[src/rtl/core/cslc_pkg.sv]
// Shared types, constants and the log10 chart table of the soil layer classifier.
package cslc_pkg;

    localparam int COUNT_WIDTH    = 16;
    localparam int LOG_TABLE_BITS = 10;
    localparam int LOG_SHIFT      = 14 - LOG_TABLE_BITS;

    localparam int DEPTH_W = 18;
    localparam int QC_W    = 17;
    localparam int FR_W    = 15;
    localparam int CFG_W   = 14;
    localparam int LVL_W   = DEPTH_W + 1;
    localparam int FC_W    = 10;
    localparam int Y_W     = LOG_TABLE_BITS + 3;
    localparam int CMP_W   = LOG_TABLE_BITS + 12;

    localparam int DATA_W = 32;
    localparam int ADDR_W = 4;

    localparam int FIFO_DEPTH = 4;
    localparam int FIFO_AW    = $clog2(FIFO_DEPTH);

    localparam int FC_MAX         = 1000;
    localparam int FC_MID         = 500;
    localparam int FC_CLAY_LIMIT  = 400;
    localparam int CHART_SCALE    = 250;
    localparam int LOG_TABLE_SIZE = 100;
    localparam int LOG_IDX_W      = $clog2(LOG_TABLE_SIZE);

    localparam logic [CFG_W-1:0] MIN_LAYER_RESET  = CFG_W'(20);
    localparam logic [CFG_W-1:0] PEAT_LIMIT_RESET = CFG_W'(10000);

    localparam logic [14:0] LOG10_Q14 [LOG_TABLE_SIZE] = '{
        15'd0,     15'd0,     15'd4932,  15'd7817,  15'd9864,
        15'd11452, 15'd12749, 15'd13846, 15'd14796, 15'd15634,
        15'd16384, 15'd17062, 15'd17681, 15'd18251, 15'd18778,
        15'd19269, 15'd19728, 15'd20160, 15'd20566, 15'd20951,
        15'd21316, 15'd21663, 15'd21994, 15'd22311, 15'd22613,
        15'd22904, 15'd23183, 15'd23451, 15'd23710, 15'd23960,
        15'd24201, 15'd24434, 15'd24660, 15'd24879, 15'd25092,
        15'd25298, 15'd25498, 15'd25693, 15'd25883, 15'd26068,
        15'd26248, 15'd26424, 15'd26595, 15'd26763, 15'd26926,
        15'd27086, 15'd27243, 15'd27396, 15'd27545, 15'd27692,
        15'd27836, 15'd27977, 15'd28115, 15'd28251, 15'd28384,
        15'd28514, 15'd28642, 15'd28768, 15'd28892, 15'd29014,
        15'd29133, 15'd29251, 15'd29367, 15'd29480, 15'd29592,
        15'd29703, 15'd29811, 15'd29918, 15'd30024, 15'd30128,
        15'd30230, 15'd30331, 15'd30431, 15'd30529, 15'd30625,
        15'd30721, 15'd30815, 15'd30908, 15'd31000, 15'd31091,
        15'd31180, 15'd31269, 15'd31356, 15'd31442, 15'd31527,
        15'd31612, 15'd31695, 15'd31777, 15'd31858, 15'd31939,
        15'd32018, 15'd32097, 15'd32175, 15'd32252, 15'd32328,
        15'd32403, 15'd32478, 15'd32551, 15'd32624, 15'd32696
    };

    localparam logic signed [Y_W-1:0] Y_ONE = Y_W'(1 << LOG_TABLE_BITS);
    localparam logic signed [Y_W-1:0] Y_TWO = Y_W'(2 << LOG_TABLE_BITS);
    localparam int CHART_OFFSET = CHART_SCALE * (int'(LOG10_Q14[2]) >> LOG_SHIFT);

    typedef enum logic [1:0] {
        KIND_EXC  = 2'd0,
        KIND_SAND = 2'd1,
        KIND_CLAY = 2'd2,
        KIND_PEAT = 2'd3
    } t_kind;

    typedef enum logic [1:0] {
        REG_GROUND_TOP       = 2'd0,
        REG_EXCAVATED_DEPTH  = 2'd1,
        REG_MIN_LAYER_HEIGHT = 2'd2,
        REG_PEAT_RATIO_LIMIT = 2'd3
    } t_reg_idx;

    typedef struct packed {
        logic [DEPTH_W-1:0] ground_top;
        logic [CFG_W-1:0]   excavated_depth;
        logic [CFG_W-1:0]   min_layer_height;
        logic [CFG_W-1:0]   peat_ratio_limit;
    } t_cfg;

    typedef struct packed {
        t_kind              kind;
        logic [DEPTH_W-1:0] top;
        logic [DEPTH_W-1:0] bottom;
        logic               final_layer;
    } t_layer;

    typedef struct packed {
        logic [1:0] count;
        t_layer     first;
        t_layer     second;
    } t_push;

    // Fixed-point log10 of the cone resistance, scaled by 2^LOG_TABLE_BITS.
    function automatic logic signed [Y_W-1:0] log_y(input logic [QC_W-1:0] q);
        logic [14:0] t;
        t = LOG10_Q14[q[LOG_IDX_W-1:0]];
        if (q == '0) begin
            return -Y_ONE;
        end
        if (q >= QC_W'(LOG_TABLE_SIZE)) begin
            return Y_TWO;
        end
        return Y_W'(t >> LOG_SHIFT);
    endfunction

endpackage

[src/rtl/core/cslc_if.sv]
// Sample and layer channel interfaces of the soil layer classifier.
interface cslc_smp_if import cslc_pkg::*; ();
    logic                      valid;
    logic                      ready;
    logic signed [DEPTH_W-1:0] depth;
    logic        [QC_W-1:0]    cone_resistance;
    logic signed [FR_W-1:0]    friction_ratio;
    logic                      last_sample;

    modport source (output valid, depth, cone_resistance, friction_ratio, last_sample,
                    input ready);
    modport sink (input valid, depth, cone_resistance, friction_ratio, last_sample,
                  output ready);
endinterface

interface cslc_lyr_if import cslc_pkg::*; ();
    logic                      valid;
    logic                      ready;
    logic        [1:0]         layer_kind;
    logic signed [DEPTH_W-1:0] layer_top;
    logic signed [DEPTH_W-1:0] layer_bottom;
    logic                      final_layer;

    modport source (output valid, layer_kind, layer_top, layer_bottom, final_layer,
                    input ready);
    modport sink (input valid, layer_kind, layer_top, layer_bottom, final_layer,
                  output ready);
endinterface

[src/rtl/core/cpt_soil_layer_classifier.sv]
// Top level of the cone-test soil layer classifier.
//
// Samples of one cone test enter on i_smp, one transfer per sample, with falling
// depth; last_sample closes the test. Each sample is typed as sand, clay or peat
// from the friction ratio and the log of cone resistance, or as excavated at or
// above the excavated level. Closed depth windows form layers, which leave on o_lyr,
// one layer per transfer, with final_layer set on the last layer of a test.
// The APB port sets ground_top, excavated_depth, min_layer_height and
// peat_ratio_limit; the user must write it only while the block is idle, and the
// block itself does not enforce this. A sample is held in an input register and
// is processed once the result queue has room; its layers then enter the queue.
// One sample is accepted every cycle while the four-entry result queue keeps two
// free slots; a sample yields at most two layers and o_lyr drains one per cycle,
// so the queue drain rate sets the sustained rate when many layers close.
// When the receiver stalls, the queue fills and i_smp.ready drops until room returns.
// Reset clears the queue, the test state and the registers to their reset values.
module cpt_soil_layer_classifier import cslc_pkg::*; (
    input  logic              i_clk,
    input  logic              i_rst_n,
    input  logic              psel,
    input  logic              penable,
    input  logic              pwrite,
    input  logic [ADDR_W-1:0] paddr,
    input  logic [DATA_W-1:0] pwdata,
    output logic [DATA_W-1:0] prdata,
    output logic              pready,
    cslc_smp_if.sink   i_smp,
    cslc_lyr_if.source o_lyr
);

    t_cfg  w_cfg;
    t_push w_push;
    logic  w_room;

    cslc_regs u_regs (
        .i_clk   (i_clk),
        .i_rst_n (i_rst_n),
        .psel    (psel),
        .penable (penable),
        .pwrite  (pwrite),
        .paddr   (paddr),
        .pwdata  (pwdata),
        .prdata  (prdata),
        .pready  (pready),
        .o_cfg   (w_cfg)
    );

    cslc_layer u_layer (
        .i_clk   (i_clk),
        .i_rst_n (i_rst_n),
        .i_cfg   (w_cfg),
        .i_room  (w_room),
        .o_push  (w_push),
        .i_smp   (i_smp)
    );

    cslc_fifo u_fifo (
        .i_clk   (i_clk),
        .i_rst_n (i_rst_n),
        .i_push  (w_push),
        .o_room  (w_room),
        .o_lyr   (o_lyr)
    );

endmodule

[src/rtl/core/cslc_classify.sv]
// Soil type chart on clamped friction ratio and fixed-point log10 of cone resistance.
module cslc_classify import cslc_pkg::*; (
    input  logic        [QC_W-1:0]  i_cone_resistance,
    input  logic signed [FR_W-1:0]  i_friction_ratio,
    input  logic        [CFG_W-1:0] i_peat_ratio_limit,
    output t_kind                   o_kind
);

    localparam logic signed [CMP_W-1:0] SCALE_S  = CMP_W'(CHART_SCALE);
    localparam logic signed [CMP_W-1:0] MID_S    = CMP_W'(FC_MID);
    localparam logic signed [CMP_W-1:0] OFFSET_S = CMP_W'(CHART_OFFSET);

    logic        [FC_W-1:0]  w_fc;
    logic signed [Y_W-1:0]   w_y;
    logic signed [CMP_W-1:0] w_fc_ext;
    logic signed [CMP_W-1:0] w_y_scaled;
    logic signed [CMP_W-1:0] w_lo_line;
    logic signed [CMP_W-1:0] w_hi_line;

    always_comb begin
        if (i_friction_ratio < 0) begin
            w_fc = '0;
        end else if (i_friction_ratio > FR_W'(FC_MAX)) begin
            w_fc = FC_W'(FC_MAX);
        end else begin
            w_fc = i_friction_ratio[FC_W-1:0];
        end
    end

    assign w_y        = log_y(i_cone_resistance);
    assign w_fc_ext   = $signed(CMP_W'(w_fc));
    assign w_y_scaled = SCALE_S * CMP_W'(w_y);
    assign w_lo_line  = (w_fc_ext - MID_S) <<< LOG_TABLE_BITS;
    assign w_hi_line  = (w_fc_ext <<< LOG_TABLE_BITS) - OFFSET_S;

    always_comb begin
        if (w_y_scaled <= w_lo_line) begin
            o_kind = (w_fc < FC_W'(FC_CLAY_LIMIT)) ? KIND_CLAY : KIND_PEAT;
        end else if (w_y_scaled > w_hi_line) begin
            o_kind = KIND_SAND;
        end else begin
            o_kind = KIND_CLAY;
        end
        if (CFG_W'(w_fc) > i_peat_ratio_limit) begin
            o_kind = KIND_PEAT;
        end
    end

endmodule

[src/rtl/core/cslc_regs.sv]
// APB configuration registers of the soil layer classifier.
module cslc_regs import cslc_pkg::*; (
    input  logic              i_clk,
    input  logic              i_rst_n,
    input  logic              psel,
    input  logic              penable,
    input  logic              pwrite,
    input  logic [ADDR_W-1:0] paddr,
    input  logic [DATA_W-1:0] pwdata,
    output logic [DATA_W-1:0] prdata,
    output logic              pready,
    output t_cfg              o_cfg
);

    t_cfg     r_cfg;
    t_reg_idx w_idx;
    logic     w_wr;

    assign w_idx  = t_reg_idx'(paddr[ADDR_W-1:2]);
    assign w_wr   = psel & penable & pwrite;
    assign pready = 1'b1;
    assign o_cfg  = r_cfg;

    always_ff @(posedge i_clk) begin
        if (!i_rst_n) begin
            r_cfg.ground_top       <= '0;
            r_cfg.excavated_depth  <= '0;
            r_cfg.min_layer_height <= MIN_LAYER_RESET;
            r_cfg.peat_ratio_limit <= PEAT_LIMIT_RESET;
        end else if (w_wr) begin
            unique case (w_idx)
                REG_GROUND_TOP:       r_cfg.ground_top       <= pwdata[DEPTH_W-1:0];
                REG_EXCAVATED_DEPTH:  r_cfg.excavated_depth  <= pwdata[CFG_W-1:0];
                REG_MIN_LAYER_HEIGHT: r_cfg.min_layer_height <= pwdata[CFG_W-1:0];
                REG_PEAT_RATIO_LIMIT: r_cfg.peat_ratio_limit <= pwdata[CFG_W-1:0];
                default: ;
            endcase
        end
    end

    always_comb begin
        unique case (w_idx)
            REG_GROUND_TOP:       prdata = DATA_W'($signed(r_cfg.ground_top));
            REG_EXCAVATED_DEPTH:  prdata = DATA_W'(r_cfg.excavated_depth);
            REG_MIN_LAYER_HEIGHT: prdata = DATA_W'(r_cfg.min_layer_height);
            REG_PEAT_RATIO_LIMIT: prdata = DATA_W'(r_cfg.peat_ratio_limit);
            default:              prdata = '0;
        endcase
    end

endmodule

[src/rtl/core/cslc_fifo.sv]
// Result queue taking up to two layers per cycle; one leaves per ready cycle.
module cslc_fifo import cslc_pkg::*; (
    input  logic  i_clk,
    input  logic  i_rst_n,
    input  t_push i_push,
    output logic  o_room,
    cslc_lyr_if.source o_lyr
);

    t_layer             r_mem [FIFO_DEPTH];
    logic [FIFO_AW-1:0] r_wr_ptr;
    logic [FIFO_AW-1:0] r_rd_ptr;
    logic [FIFO_AW:0]   r_count;
    logic [FIFO_AW:0]   n_count;
    logic               w_pop;
    t_layer             w_head;

    assign w_pop   = o_lyr.valid & o_lyr.ready;
    assign o_room  = r_count <= (FIFO_AW + 1)'(FIFO_DEPTH - 2);
    assign n_count = r_count + (FIFO_AW + 1)'(i_push.count) - (FIFO_AW + 1)'(w_pop);

    always_ff @(posedge i_clk) begin
        if (!i_rst_n) begin
            r_wr_ptr <= '0;
            r_rd_ptr <= '0;
            r_count  <= '0;
        end else begin
            r_wr_ptr <= r_wr_ptr + FIFO_AW'(i_push.count);
            r_rd_ptr <= r_rd_ptr + FIFO_AW'(w_pop);
            r_count  <= n_count;
        end
    end

    always_ff @(posedge i_clk) begin
        if (i_push.count != 2'd0) begin
            r_mem[r_wr_ptr] <= i_push.first;
        end
        if (i_push.count == 2'd2) begin
            r_mem[r_wr_ptr + FIFO_AW'(1)] <= i_push.second;
        end
    end

    assign w_head             = r_mem[r_rd_ptr];
    assign o_lyr.valid        = r_count != '0;
    assign o_lyr.layer_kind   = w_head.kind;
    assign o_lyr.layer_top    = w_head.top;
    assign o_lyr.layer_bottom = w_head.bottom;
    assign o_lyr.final_layer  = w_head.final_layer;

endmodule

[src/rtl/core/cslc_layer.sv]
// Sample register, per-test window state and layer formation of the classifier.
module cslc_layer import cslc_pkg::*; (
    input  logic  i_clk,
    input  logic  i_rst_n,
    input  t_cfg  i_cfg,
    input  logic  i_room,
    output t_push o_push,
    cslc_smp_if.sink i_smp
);

    logic                      r_in_valid;
    logic signed [DEPTH_W-1:0] r_depth;
    logic        [QC_W-1:0]    r_q;
    logic signed [FR_W-1:0]    r_fr;
    logic                      r_last;

    logic                   r_started,    n_started;
    logic [COUNT_WIDTH-1:0] r_sand,       n_sand;
    logic [COUNT_WIDTH-1:0] r_clay,       n_clay;
    logic [COUNT_WIDTH-1:0] r_peat,       n_peat;
    logic signed [LVL_W-1:0] r_window_top, n_window_top;
    logic                   r_pv,         n_pv;
    t_kind                  r_pk,         n_pk;
    logic [DEPTH_W-1:0]     r_ptop,       n_ptop;
    logic [DEPTH_W-1:0]     r_pbot,       n_pbot;

    logic                    w_process;
    logic signed [LVL_W-1:0] w_exc_level;
    logic signed [LVL_W-1:0] w_depth_ext;
    logic signed [LVL_W:0]   w_close_lvl;
    t_kind                   w_chart_kind;
    t_kind                   w_kind;
    t_kind                   w_maj;
    logic                    w_emit0;
    logic                    w_emit1;
    t_layer                  w_layer0;
    t_layer                  w_layer1;

    assign w_process   = r_in_valid & i_room;
    assign i_smp.ready = !r_in_valid | i_room;

    always_ff @(posedge i_clk) begin
        if (!i_rst_n) begin
            r_in_valid <= 1'b0;
        end else if (i_smp.ready) begin
            r_in_valid <= i_smp.valid;
        end
    end

    always_ff @(posedge i_clk) begin
        if (i_smp.valid && i_smp.ready) begin
            r_depth <= i_smp.depth;
            r_q     <= i_smp.cone_resistance;
            r_fr    <= i_smp.friction_ratio;
            r_last  <= i_smp.last_sample;
        end
    end

    cslc_classify u_classify (
        .i_cone_resistance  (r_q),
        .i_friction_ratio   (r_fr),
        .i_peat_ratio_limit (i_cfg.peat_ratio_limit),
        .o_kind             (w_chart_kind)
    );

    assign w_exc_level = LVL_W'($signed(i_cfg.ground_top))
                       - $signed(LVL_W'(i_cfg.excavated_depth));
    assign w_depth_ext = LVL_W'(r_depth);
    assign w_kind      = (w_depth_ext < w_exc_level) ? w_chart_kind : KIND_EXC;

    always_comb begin
        n_started    = 1'b1;
        n_sand       = r_sand;
        n_clay       = r_clay;
        n_peat       = r_peat;
        n_window_top = r_window_top;
        n_pv         = r_pv;
        n_pk         = r_pk;
        n_ptop       = r_ptop;
        n_pbot       = r_pbot;
        w_emit0      = 1'b0;
        w_emit1      = 1'b0;
        w_layer0     = '0;
        w_layer1     = '0;
        w_maj        = KIND_SAND;
        w_close_lvl  = '0;

        if (!r_started) begin
            n_window_top = w_exc_level;
            n_sand       = '0;
            n_clay       = '0;
            n_peat       = '0;
            n_pv         = 1'b0;
            if (i_cfg.excavated_depth != '0) begin
                n_pv   = 1'b1;
                n_pk   = KIND_EXC;
                n_ptop = i_cfg.ground_top;
                n_pbot = w_exc_level[DEPTH_W-1:0];
            end
        end

        case (w_kind)
            KIND_SAND: if (n_sand != '1) n_sand = n_sand + COUNT_WIDTH'(1);
            KIND_CLAY: if (n_clay != '1) n_clay = n_clay + COUNT_WIDTH'(1);
            default:   if (n_peat != '1) n_peat = n_peat + COUNT_WIDTH'(1);
        endcase

        if (n_clay > n_peat && n_clay > n_sand) begin
            w_maj = KIND_CLAY;
        end else if (n_peat > n_clay && n_peat > n_sand) begin
            w_maj = KIND_PEAT;
        end

        w_close_lvl = (LVL_W + 1)'(n_window_top)
                    - $signed((LVL_W + 1)'(i_cfg.min_layer_height));

        if ((LVL_W + 1)'(w_depth_ext) < w_close_lvl) begin
            if (n_pv && n_pk == w_maj) begin
                n_pbot = r_depth;
            end else begin
                w_emit0  = n_pv;
                w_layer0 = '{kind: n_pk, top: n_ptop, bottom: n_pbot, final_layer: 1'b0};
                n_pv     = 1'b1;
                n_pk     = w_maj;
                n_ptop   = n_window_top[DEPTH_W-1:0];
                n_pbot   = r_depth;
            end
            n_sand       = '0;
            n_clay       = '0;
            n_peat       = '0;
            n_window_top = w_depth_ext;
        end

        if (r_last) begin
            w_emit1      = n_pv;
            w_layer1     = '{kind: n_pk, top: n_ptop, bottom: n_pbot, final_layer: 1'b1};
            n_started    = 1'b0;
            n_pv         = 1'b0;
            n_pk         = KIND_EXC;
            n_sand       = '0;
            n_clay       = '0;
            n_peat       = '0;
            n_window_top = '0;
            n_ptop       = '0;
            n_pbot       = '0;
        end
    end

    always_comb begin
        o_push.count  = 2'd0;
        o_push.first  = w_emit0 ? w_layer0 : w_layer1;
        o_push.second = w_layer1;
        if (w_process) begin
            o_push.count = 2'(w_emit0) + 2'(w_emit1);
        end
    end

    always_ff @(posedge i_clk) begin
        if (!i_rst_n) begin
            r_started    <= 1'b0;
            r_sand       <= '0;
            r_clay       <= '0;
            r_peat       <= '0;
            r_window_top <= '0;
            r_pv         <= 1'b0;
            r_pk         <= KIND_EXC;
            r_ptop       <= '0;
            r_pbot       <= '0;
        end else if (w_process) begin
            r_started    <= n_started;
            r_sand       <= n_sand;
            r_clay       <= n_clay;
            r_peat       <= n_peat;
            r_window_top <= n_window_top;
            r_pv         <= n_pv;
            r_pk         <= n_pk;
            r_ptop       <= n_ptop;
            r_pbot       <= n_pbot;
        end
    end

endmodule

[src/flat_wrapper.sv]
// flat-port wrapper written by rule: the top's interface ports become plain ports
module cpt_soil_layer_classifier_flat import cslc_pkg::*;
  (i_clk, i_rst_n, psel, penable, pwrite, paddr, pwdata, prdata, pready, i_smp_valid, i_smp_depth, i_smp_cone_resistance, i_smp_friction_ratio, i_smp_last_sample, i_smp_ready, o_lyr_valid, o_lyr_layer_kind, o_lyr_layer_top, o_lyr_layer_bottom, o_lyr_final_layer, o_lyr_ready);
  cslc_smp_if i_smp_i ();
  cslc_lyr_if o_lyr_i ();
  input  logic i_clk;
  input  logic i_rst_n;
  input  logic psel;
  input  logic penable;
  input  logic pwrite;
  input  logic [ADDR_W-1:0] paddr;
  input  logic [DATA_W-1:0] pwdata;
  output logic [DATA_W-1:0] prdata;
  output logic pready;
  input wire logic [$bits(i_smp_i.valid)-1:0] i_smp_valid;
  input wire logic [$bits(i_smp_i.depth)-1:0] i_smp_depth;
  input wire logic [$bits(i_smp_i.cone_resistance)-1:0] i_smp_cone_resistance;
  input wire logic [$bits(i_smp_i.friction_ratio)-1:0] i_smp_friction_ratio;
  input wire logic [$bits(i_smp_i.last_sample)-1:0] i_smp_last_sample;
  output wire logic [$bits(i_smp_i.ready)-1:0] i_smp_ready;
  output wire logic [$bits(o_lyr_i.valid)-1:0] o_lyr_valid;
  output wire logic [$bits(o_lyr_i.layer_kind)-1:0] o_lyr_layer_kind;
  output wire logic [$bits(o_lyr_i.layer_top)-1:0] o_lyr_layer_top;
  output wire logic [$bits(o_lyr_i.layer_bottom)-1:0] o_lyr_layer_bottom;
  output wire logic [$bits(o_lyr_i.final_layer)-1:0] o_lyr_final_layer;
  input wire logic [$bits(o_lyr_i.ready)-1:0] o_lyr_ready;
  assign i_smp_i.valid = i_smp_valid;
  assign i_smp_i.depth = i_smp_depth;
  assign i_smp_i.cone_resistance = i_smp_cone_resistance;
  assign i_smp_i.friction_ratio = i_smp_friction_ratio;
  assign i_smp_i.last_sample = i_smp_last_sample;
  assign i_smp_ready = i_smp_i.ready;
  assign o_lyr_valid = o_lyr_i.valid;
  assign o_lyr_layer_kind = o_lyr_i.layer_kind;
  assign o_lyr_layer_top = o_lyr_i.layer_top;
  assign o_lyr_layer_bottom = o_lyr_i.layer_bottom;
  assign o_lyr_final_layer = o_lyr_i.final_layer;
  assign o_lyr_i.ready = o_lyr_ready;
  cpt_soil_layer_classifier u_core (.i_clk(i_clk), .i_rst_n(i_rst_n), .psel(psel), .penable(penable), .pwrite(pwrite), .paddr(paddr), .pwdata(pwdata), .prdata(prdata), .pready(pready), .i_smp(i_smp_i), .o_lyr(o_lyr_i));
endmodule
[config.mk]
export PLATFORM = sky130hd
export DESIGN_NAME = cpt_soil_layer_classifier_flat
export DESIGN_NICKNAME = d
export VERILOG_FILES = /design/src/rtl/core/cslc_pkg.sv /design/src/rtl/core/cslc_if.sv /design/src/rtl/core/cpt_soil_layer_classifier.sv /design/src/rtl/core/cslc_classify.sv /design/src/rtl/core/cslc_regs.sv /design/src/rtl/core/cslc_fifo.sv /design/src/rtl/core/cslc_layer.sv /design/src/flat_wrapper.sv
export SDC_FILE = /design/constraint.sdc
export NUM_CORES = 1
export LEC_CHECK = 0
export BUFFER_PORTS_ARGS = -buffer_cell sky130_fd_sc_hd__clkbuf_2
export CORE_ASPECT_RATIO = 0.9
export CORE_UTILIZATION = 65
export DETAILED_ROUTE_END_ITERATION = 16
export GPL_ROUTABILITY_DRIVEN = 0
export PLACE_DENSITY_LB_ADDON = 0.15
export SLEW_MARGIN = 25
export SYNTH_ARGS = -nofsm -noshare
export SYNTH_HDL_FRONTEND = slang
export SYNTH_SLANG_ARGS = --single-unit
[constraint.sdc]
create_clock -name i_clk -period 47.6 [get_ports i_clk]
set_input_delay 4.76 -clock i_clk [delete_from_list [all_inputs] [get_ports i_clk]]
set_output_delay 4.76 -clock i_clk [all_outputs]
set_load 0.01 [all_outputs]
# == Word level (Yosys, flattened, before mapping) ==
# Memories as Yosys holds them, arrays and structs flattened. A register that Yosys moved wholly into a read port is not among the register bits.
# Cells that the tools add are included.
# totals
ff_bits,226
ramBits,156
mem_bits_ro,1920
inputBits,94
elab_cells,153
mem_count,2
# mem_list
memory,depth,width,read_ports,rd_ports_with_merged_regs,write_ports,line,rtl
(name not given),128,15,1,0,0,cslc_pkg.sv:97,t = LOG10_Q14[q[LOG_IDX_W-1:0]];
u_core.u_fifo.r_mem,4,39,1,1,2,cslc_fifo.sv:10,t_layer r_mem [FIFO_DEPTH];
# classes
addsub,13
mul,1
magnitude_cmp,15
n_eq_ne,10
muxes,70
n_bitwise,6
n_reduce_logical,15
# ops
operator,n
$mux W16,15
$mux W18,9
$mux W39,4
$pmux W32 S4,1
$gt A16 B16 Y1,4
$mux W19,3
$mux W13,4
$add A16 B1 Y16 const B,3
$ne A16 B16 Y1 const B,3
$mux W15,2
$mux W2,13
$gt A22 B22 Y1,1
$le A22 B22 Y1,1
$mul A8 B13 Y21 const A,1
$sub A20 B17 Y21 const B,1
$lt A18 B20 Y1,1
$mux W10,2
$sub A19 B15 Y20,1
$lt A18 B19 Y1,1
$sub A18 B15 Y19,1
$ge A17 B7 Y1 const B,1
$logic_not A17 Y1,1
$mux W1,17
$gt A15 B11 Y1 const B,1
26 further kinds,39

# == Logic depth before layout (Yosys ltp) ==
# Gate-level depths: netlist of the first run.
# depth
ltp_word,29
mapped_depth,65

# == Hierarchy ==
# From an unflattened synthesis of the first run, not the netlist that was laid out.
# unflattened
hier_cells,2943
hier_area_um2,28564.9
# modules_own_cells
module,instances,cells_per_inst,area_each_um2,seq_area_each_um2
cslc_layer,1,1527,12529.5,3693.5
cslc_fifo,1,421,7990.2,4824.6
cslc_classify,1,731,5312.6,0.0
cslc_regs,1,264,2732.6,1201.2

# == Least setup slack after synthesis of the first run ==
# No wires, ideal clock.
# synth_timing
kind,register to register
from,reg u_core.u_layer.r_q[2]
to,mem u_core.u_fifo.r_mem[2][0] (netlist name) (enable)
setup_time_ns,0.448
t_arrival_ns,14.678
t_required_ns,47.152
slack_ns,32.473
stages_incl_launch_ff,56
cell_sequence,edfxtp_1 clkbuf_1 clkbuf_1 clkbuf_1 clkbuf_1 clkbuf_1 a222oi_1 a211oi_1 a211oi_1 nor3_1 fa_1 inv_1 fa_1 inv_1 fa_1 inv_1 fa_1 inv_1 (+20 left out) nand4_1 nor4_1 nand2_1 xnor2_1 nand2_1 ha_1 a21o_1 a21o_1 a211o_1 o211ai_1 a41oi_1 and3_1 a32o_1 a2111oi_4 ha_1 nor3b_1 o21ai_0 a21oi_1
# synth_lines
item,line,rtl
"start, declared",cslc_layer.sv:13,logic [QC_W-1:0] r_q;
"start signal, assigned",cslc_layer.sv:53,r_q <= i_smp.cone_resistance;
"end, declared",cslc_fifo.sv:10,

==> results.txt, run 1 <==
Among the stages of the critical path, the cell type that occurs most often is ha_1. Of all nets on the critical path, the largest fanout is 39. TritonCTS built the clock tree.

The sequential cells in the finished layout cover a total of 0.00973 mm2. The tree built by TritonCTS fans out to 382 sinks. The number of hold-slack violations in the final timing report came out at 0.

Total congestion overflow: 0. The fraction of registers with async set/reset is 0%. Die area: 0.0427 mm2. The kind of cell with the highest combined delay along the critical path is compound AO/OA/AOI/OAI gates. Counting every instance in the synthesized netlist gives 2922. The tools report the number of detailed-routing iterations run before antenna repair as 7. Average size of a mapped cell: 9.31 um2. Largest clock skew in the final design: 0.0492 ns.

Summed over all cells, the static leakage comes to 11.8 nW. The total net switching power is 0.000399 W, and the final cycle utilization of the critical path is 37.0%. The tool flagged a number of max-cap violations equal to 0. STA classifies the critical path startpoint as a flop. For the pin with the worst max-slew slack, the measured transition is 1.08 ns. The synthesis-to-layout area growth was 8.65%.

In this run the tightest slew margin relative to its limit is 27.4%. Clock tree synthesis selected as its root buffer the cell clkbuf_16. The logs give 0.0160 mm2 for the area of combinational cells with multiple inputs and 0 for the initial antenna violation count.

The clock latency of the later-clocked register in the worst-skew pair was 0.60 ns; the number of DRC markers after the initial detailed-route iteration was 3097. After detailed routing, the average wire length per cell comes to 22.1 um. Hold repair after CTS inserted 0 buffers. For the sequential fraction of design power, the log shows 35.6%. The logs give 3050 for the number of filler instances in the final layout and 0.000688 W for the internal power. Total clock buffers created by CTS: 41.

The class of the most critical hold timing path was flop to flop. Net switching is 36.7% of the power. Number of H-tree levels: 2.

After synthesis the cells add up to 0.0272 mm2. The floorplan core area came out at 0.0410 mm2. The run finished with clean final reports. During I/O placement, the number of pins put on the boundary was 168. Together, buffers and inverters on the worst path number 5. The synthesis warning total is 0.

The tools report the number of slew-limit violations in the final report as 0. Across the VDD grid, the largest voltage drop is 39.7 uV. The tools report the peak clock frequency supported by timing as 0.0568 GHz. In this run, synthesis inferred 207 flip-flops with an integrated enable. The HPWL after detailed placement is 54.7 mm. STA classifies the critical path endpoint as a flop. The first global-routing pass estimated 122 mm of wire. In the final layout, the share of cells above drive strength 1 is 11.5%. The setup TNS after final layout is 0 ns.

After detailed routing, the number of remaining DRC violations is 0. In this run, post-CTS repair resized a total of 0 instances. The clock passes through at most 3 buffers. The standard-cell row count was 70; the CTS clock-pin slew for the worst setup and hold paths was 0.07 ns.

At the worst endpoint, the arrival time is 17.93 ns. In the synthesized netlist the dominant register cell turns out to be edfxtp_1. Flip-flop and latch count after synthesis: 382. In the routed layout, each cell is associated on average with a via count of 6.70. The routed layout has 23800 vias. The total power draw came out at 0.00109 W.

The tools report the global router's overall resource usage as 36.5%. In this run the remaining antenna-violating nets after routing total 0. Measured along the x axis, the die boundary spans 218 um. The critical path class is flop to flop.

Height of the chip: 196 um. At the end of the flow, the number of nets in the layout was 3317. The tools report the part of the Yosys area used for sequential elements as 35.7%. The power density relative to cell area is 36.8 mW/mm2.

The run gives 97 as the largest net degree at the start of global routing. For the number of global-route vias before repair, the log shows 22600. The count of different cell masters after synthesis was 79; the synthesized netlist net count was 3269. The effective utilization at floorplan is 66.4%. For the logic gate share of total power, the log shows 34.6%.

The clock network power share was 29.8%; the count of input and output buffers was 150. The number of setup buffers added after CTS is 0. The data required time of the critical path was 47.91 ns; the time the worst path needs with I/O delays and setup was 17.62 ns. The slowest cell on the critical path is a211oi_1.

The number of endpoints failing setup at the final stage is 0, and the critical path's largest stage delay is 0.84 ns. The sum of routed wire length over all layers is 78.4 mm. Setup repair after global routing left no endpoint under its margin.
-- registers in the layout, indices dropped and copies added (netlist names) --
name,count
u_core.u_layer.r_pbot,18
u_core.u_layer.r_depth,18
u_core.u_layer.r_pv,1
u_core.u_layer.r_peat,16
u_core.u_layer.r_started,1
u_core.u_fifo.r_mem,156
u_core.u_fifo.r_count,3
u_core.u_regs.o_cfg,60
u_core.u_fifo.r_wr_ptr,2
u_core.u_layer.r_in_valid,1
u_core.u_layer.r_window_top,19
u_core.u_layer.r_q,17
u_core.u_layer.r_clay,16
u_core.u_layer.r_ptop,18
u_core.u_layer.r_last,1
u_core.u_fifo.r_rd_ptr,2
u_core.u_layer.r_fr,15
u_core.u_layer.r_pk,2
u_core.u_layer.r_sand,16
-- path summary, 6_finish.rpt --
kind | start | to | slack [ns] | cells past startpoint
max | u_core.u_layer.r_q[1] | u_core.u_fifo.r_mem[3][20] | 29.98 | 56
min | u_core.u_layer.r_ptop[7] | u_core.u_layer.r_ptop[7] | 0.47 | 1
max reg2reg | u_core.u_layer.r_q[1] | u_core.u_fifo.r_mem[3][20] | 29.98 | 56
min reg2reg | u_core.u_layer.r_ptop[7] | u_core.u_layer.r_ptop[7] | 0.47 | 1
-- area by class of cell --
class	count	area share [%]
multi-input cells	2154	54.3
flip-flops and latches	382	32.9
clock buffers	61	4.07
repair buffers	179	3.28
inverters	212	2.69
well taps	540	2.29
clock inverters	15	0.512
diodes	1	0.00846
-- cell usage after synthesis (17+ instances only) --
cell,number,area [um2]
dfxtp_1,175,3500
nand2b_1,24,150
o22ai_1,19,119
fa_1,44,881
nand3_1,62,310
buf_1,22,82.6
nand2_1,340,1280
a21o_1,28,210
a22oi_1,39,293
nor2_1,187,702
o21a_1,39,293
a211oi_1,37,278
a311o_1,17,170
o211ai_1,22,165
mux4_2,58,1310
nor2b_1,92,576
nand4_1,27,169
inv_1,211,792
edfxtp_1,207,6220
xor2_1,44,385
o21ai_0,140,701
and3_1,21,131
nor3_1,42,210
a21oi_1,149,746
ha_1,209,2620
and2_1,56,350
clkbuf_1,119,447
a21boi_0,55,413
xnor2_1,62,543
buf_2,18,90.1
mux2i_1,82,821
o221ai_1,80,701
-- cell families (layout without fill, tap and decap cells) --
family / after synthesis / in the layout / share of synthesized area [%]
XOR/XNOR: 106 / 106 / 3.41
adder cells (fa/ha/maj): 256 / 256 / 13.0
AND/OR/NAND/NOR: 919 / 919 / 16.0
other: 1 / 2 / 0.0138
flip-flops: 382 / 382 / 35.7
AO/OA/AOI/OAI: 727 / 727 / 18.3
multiplexers: 145 / 145 / 8.02
buffers and inverters: 386 / 467 / 5.61
-- placed cells by master, fill, tap and decap left out, drive strengths merged, types with 62 or more instances in the layout --
| master | n |
|---|---|
| nor2b | 92 |
| nor2 | 187 |
| nand3 | 62 |
| o221ai | 80 |
| inv | 215 |
| xnor2 | 62 |
| mux2i | 82 |
| a21oi | 149 |
| o21ai | 142 |
| clkbuf | 210 |
| dfxtp | 175 |
| edfxtp | 207 |
| nand2 | 344 |
| ha | 209 |
-- through the flow --
stage | hold slack, ns | setup slack (ns) | instances | util (%) | cell area [um2]
final | 0.467 | 29.98 | 3544 | 72.1 | 29600
after global routing | 0.484 | 28.99 | 3543 | 72.1 | 29600
after CTS | 0.461 | 30.57 | 3543 | 72.1 | 29600
after detailed placement | 0.446 | 30.64 | 3467 | 68.8 | 28200
after global placement | 0.433 | 30.97 | 3467 | 68.8 | 28200
after floorplan | 0.424 | 32.47 | 2922 | - | 27200
-- power by group through the flow --
stage | sequential (W) | clock, W | combinational [W]
CTS | 0.000387 | 0.000323 | 0.000366
finish | 0.000387 | 0.000324 | 0.000376
global placement | 0.000392 | 0 | 0.000349
global route | 0.000388 | 0.000336 | 0.000403
floorplan | 0.000385 | 0 | 0.000262
detailed placement | 0.000394 | 0 | 0.000363
-- metal layers --
metal,share of wire (%),global-route usage [%],routed length [um]
met1,40,50.0,31100
met3,12,7.75,9240
met2,46,57.7,35700
met4,3.0,11.8,2350
met5,0,0,0
Note: power is estimated with default switching activity, not from simulation.
==> run 2: changes to the inputs <==
--- a/config.mk
+++ b/config.mk
@@ -7,7 +7,7 @@
 export LEC_CHECK = 0
 export BUFFER_PORTS_ARGS = -buffer_cell sky130_fd_sc_hd__clkbuf_2
 export CORE_ASPECT_RATIO = 0.9
-export CORE_UTILIZATION = 65
+export CORE_UTILIZATION = 63
 export DETAILED_ROUTE_END_ITERATION = 16
 export GPL_ROUTABILITY_DRIVEN = 0
 export PLACE_DENSITY_LB_ADDON = 0.15
==> constraint.sdc (replaced) <==
create_clock -name i_clk -period 17.55 [get_ports i_clk]
set_input_delay 1.755 -clock i_clk [delete_from_list [all_inputs] [get_ports i_clk]]
set_output_delay 1.755 -clock i_clk [all_outputs]
set_load 0.01 [all_outputs]
==> run 2 against run 1 <==
Effect of this change:
- clock skew decreased by 0.017 ns
- fmax increased by 6.4%
- design area increased by 0.89%
- critical path type unchanged
- global-route usage decreased by 1.3 points
- cell count increased by 0.56%
==> results.txt, run 2 (synthesis gave the netlist of run 1 again) <==
The run finished with clean final reports. The tools report the final net count as 3330 (was 3317). The time the worst path needs with I/O delays and setup works out to 16.56 ns (was 17.62 ns). The logs give 0.0298 mm2 (was 0.0296 mm2) for the post-route cell area and 11.9 nW (was 11.8 nW) for the reported leakage power. The register with the most flip-flops was u_core.u_fifo.r_mem (unchanged). Most used cells in the layout excluding fill and tap cells: 339 x nand2_1, 211 x inv_1, 209 x ha_1, 207 x edfxtp_1, 185 x nor2_1 (unchanged). Hold-critical path endpoint: u_core.u_layer.r_ptop[13] (was u_core.u_layer.r_ptop[7]). The net switching fraction of the power was 35.8% (was 36.7%).

The average detailed-routed wire length per instance was 22.1 um (about the same); the number of detailed-routing iterations run before antenna repair was 8 (was 7). Routing layer with the top usage in global route: met2 (unchanged). Number of cells on the worst hold path: 2 (was 1). Number of H-tree levels: 2 (unchanged). Launching point of the worst reg2reg path: u_core.u_layer.r_q[1] (unchanged). The data required time of the critical path was 17.89 ns (was 47.91 ns).

The flip-flop count of the largest register, all copies and words added came out at 156 (unchanged). The logs give 16.90 ns (was 17.93 ns) for the data arrival time at the worst-slack endpoint and 95 (was 97) for the largest net degree at the start of global routing. The worst reg-to-reg setup slack came out at 0.99 ns (was 29.98 ns). The tools report the setup TNS after final layout as 0 ns (unchanged).

The via count is 23700 (was 23800), and the routed via count divided by cell count is 6.64 (was 6.70). Number of routed nets with antenna violations: 0 (unchanged). Worst hold path startpoint: u_core.u_layer.r_ptop[13] (was u_core.u_layer.r_ptop[7]). The cell repeated most along the worst path is ha_1 (unchanged). For the cell area after placement, the log shows 0.0283 mm2 (was 0.0282 mm2). The tools report the total congestion overflow as 0 (unchanged). For the worst slew margin relative to its limit, the log shows 27.8% (was 27.4%).

TritonCTS built the clock tree. The height of the chip is 199 um (was 196 um), and the routing usage on met1 is 48.1% (was 50.0%). The slowest cell on the critical path was edfxtp_1 (was a211oi_1). The max-cap violation count is 0 (unchanged). The tools report the number of slew-limit violations in the final report as 0 (unchanged). Number of endpoints failing setup at the final stage: 0 (unchanged). Number of global-route vias before repair: 22600 (about the same). The initial antenna violation count was 2 (was 0); the peak clock frequency supported by timing was 0.0604 GHz (was 0.0568 GHz).

The critical path's largest stage delay is 0.72 ns (was 0.84 ns), and the cell total after placement is 3487 (was 3467). The number of clock sinks seen by CTS is 382 (unchanged). The internal power is 0.00196 W (was 0.000688 W). The critical path startpoint category is a flop (unchanged).

Setup repair after global routing left no endpoint under its margin. The peak supply drop came out at 103 uV (was 39.7 uV). The horizontal die dimension came out at 221 um (was 218 um).

The critical-path maximum fanout is 19 (was 39), and the CTS clock-pin slew for the worst setup and hold paths is 0.06 ns (was 0.07 ns). For the sequential fraction of design power, the log shows 34.6% (was 35.6%). The nature of the critical path endpoint is a flop (unchanged).

The wire length of the first global-routing pass came out at 122 mm (about the same). The total clock buffers created by CTS is 41 (unchanged). The tools report the sum of routed wire length over all layers as 78.6 mm (was 78.4 mm). The standard-cell row count was 71 (was 70); the logic gate share of total power was 33.7% (was 34.6%). The HPWL after detailed placement was 55.8 mm (was 54.7 mm).

The worst-case clock buffer depth was 3 (unchanged); the final cell count without fillers was 3564 (was 3544). The logs give 0.0326 ns (was 0.0492 ns) for the largest clock skew in the final design and 0 (unchanged) for the number of hold-slack violations in the final timing report. The count of input and output buffers was 150 (unchanged); the clock latency of the later-clocked register in the worst-skew pair was 0.59 ns (was 0.60 ns). The clock network power share was 31.7% (was 29.8%). The power density relative to cell area was 102 mW/mm2 (was 36.8 mW/mm2). The run gives 0 (unchanged) as the residual DRC count. The transition time at the pin with the least slew margin came out at 1.08 ns (about the same). The class of the most critical hold timing path was flop to flop (unchanged). The die area came out at 0.0440 mm2 (was 0.0427 mm2).

The run gives 0 (unchanged) as the number of buffers added for setup after CTS. The final cycle utilization of the critical path is 94.4% (was 37.0%). Critical path class: flop to flop (unchanged). The tools report the fraction of met3 tracks used by global routing as 6.37% (was 7.75%).

The tools report the effective utilization at floorplan as 64.5% (was 66.4%). The tools report the worst reg2reg path endpoint as u_core.u_fifo.r_mem[0][35] (was u_core.u_fifo.r_mem[3][20]). The most frequent standard cell in the layout excluding fill and tap cells is nand2_1 (unchanged). The buffer type at the clock tree root was clkbuf_16 (unchanged). For the total net switching power, the log shows 0.00109 W (was 0.000399 W). The final core utilization was 70.7% (was 72.1%); the fraction of final layout cells sized beyond drive strength 1 was 12.2% (was 11.5%).

For the floorplan core area, the log shows 0.0422 mm2 (was 0.0410 mm2). The run gives 56.8% (was 57.7%) as the fraction of met2 tracks used by global routing. The synthesis-to-layout area growth was 9.62% (was 8.65%). The number of DRC markers after the initial detailed-route iteration is 3015 (was 3097), and the number of cell instances on the worst register-to-register path is 54 (was 56).

The number of placed I/O pins is 168 (unchanged). The global router's overall resource usage is 35.2% (was 36.5%).
-- run 2: how the worst max path moves through the flow --
stage | from | end | slack [ns] | cells past startpoint
after detailed placement | u_core.u_layer.r_q[1] | u_core.u_fifo.r_mem[0][35] | 1.14 | 54
after CTS | u_core.u_layer.r_q[1] | u_core.u_fifo.r_mem[0][35] | 1.02 | 54
after floorplan | u_core.u_layer.r_q[2] | u_core.u_fifo.r_mem[2][0] | 2.42 | 55
final | u_core.u_layer.r_q[1] | u_core.u_fifo.r_mem[0][35] | 0.99 | 54
after global routing | u_core.u_layer.r_q[1] | u_core.u_fifo.r_mem[2][35] | 0.03 | 54
after global placement | u_core.u_layer.r_q[1] | u_core.u_fifo.r_mem[0][35] | 1.48 | 54
-- run 2: metrics by stage --
step	setup slack, ns	power [W]	hold slack (ns)
2_1_floorplan	2.42	0.00176	0.424
3_3_place_gp	1.48	0.00202	0.434
3_5_place_dp	1.14	0.00207	0.442
4_1_cts	1.02	0.00302	0.456
5_1_grt	0.0337	0.00316	0.477
6_report	0.987	0.00305	0.463
-- run 2: timing repair --
action | in CTS | in global routing
hold buffers | 0 | 0
gates resized for setup | 0 | 2
endpoints found under the hold margin | 0 | 0
endpoints found under the setup margin | 0 | 44
-- run 2: final cells by class --
cell class / count / area (um2)
repair buffers: 192 / 1070
fillers: 3150 / 12400
clock buffers: 54 / 1170
multi-input cells: 2154 / 16100
inverters: 212 / 796
flip-flops and latches: 382 / 9730
well taps: 547 / 684
diodes: 1 / 2.50
clock inverters: 22 / 330
-- run 2: critical path, delay by kind of cell, from the launching register on --
kind,cells,cell delay (ns)
buf+inv,4,0.80
mux,2,0.98
xor+xnor,3,0.53
compound gates,17,4.05
fa+ha+maj,10,4.17
flops,1,0.72
simple gates,18,5.02
-- run 2: routing by layer --
layer | part of all wire, % | wire, um
met1 | 40 | 31800
met2 | 46 | 35800
met3 | 11 | 8660
met4 | 3.0 | 2330
met5 | 0 | 0
-- run 2: power groups by stage --
stage	Combinational (W)	Clock [W]	Sequential, W
CTS	0.00100	0.000968	0.00105
floorplan	0.000712	0	0.00104
global placement	0.000958	0	0.00107
detailed placement	0.000996	0	0.00107
finish	0.00103	0.000967	0.00105
global route	0.00110	0.00100	0.00106
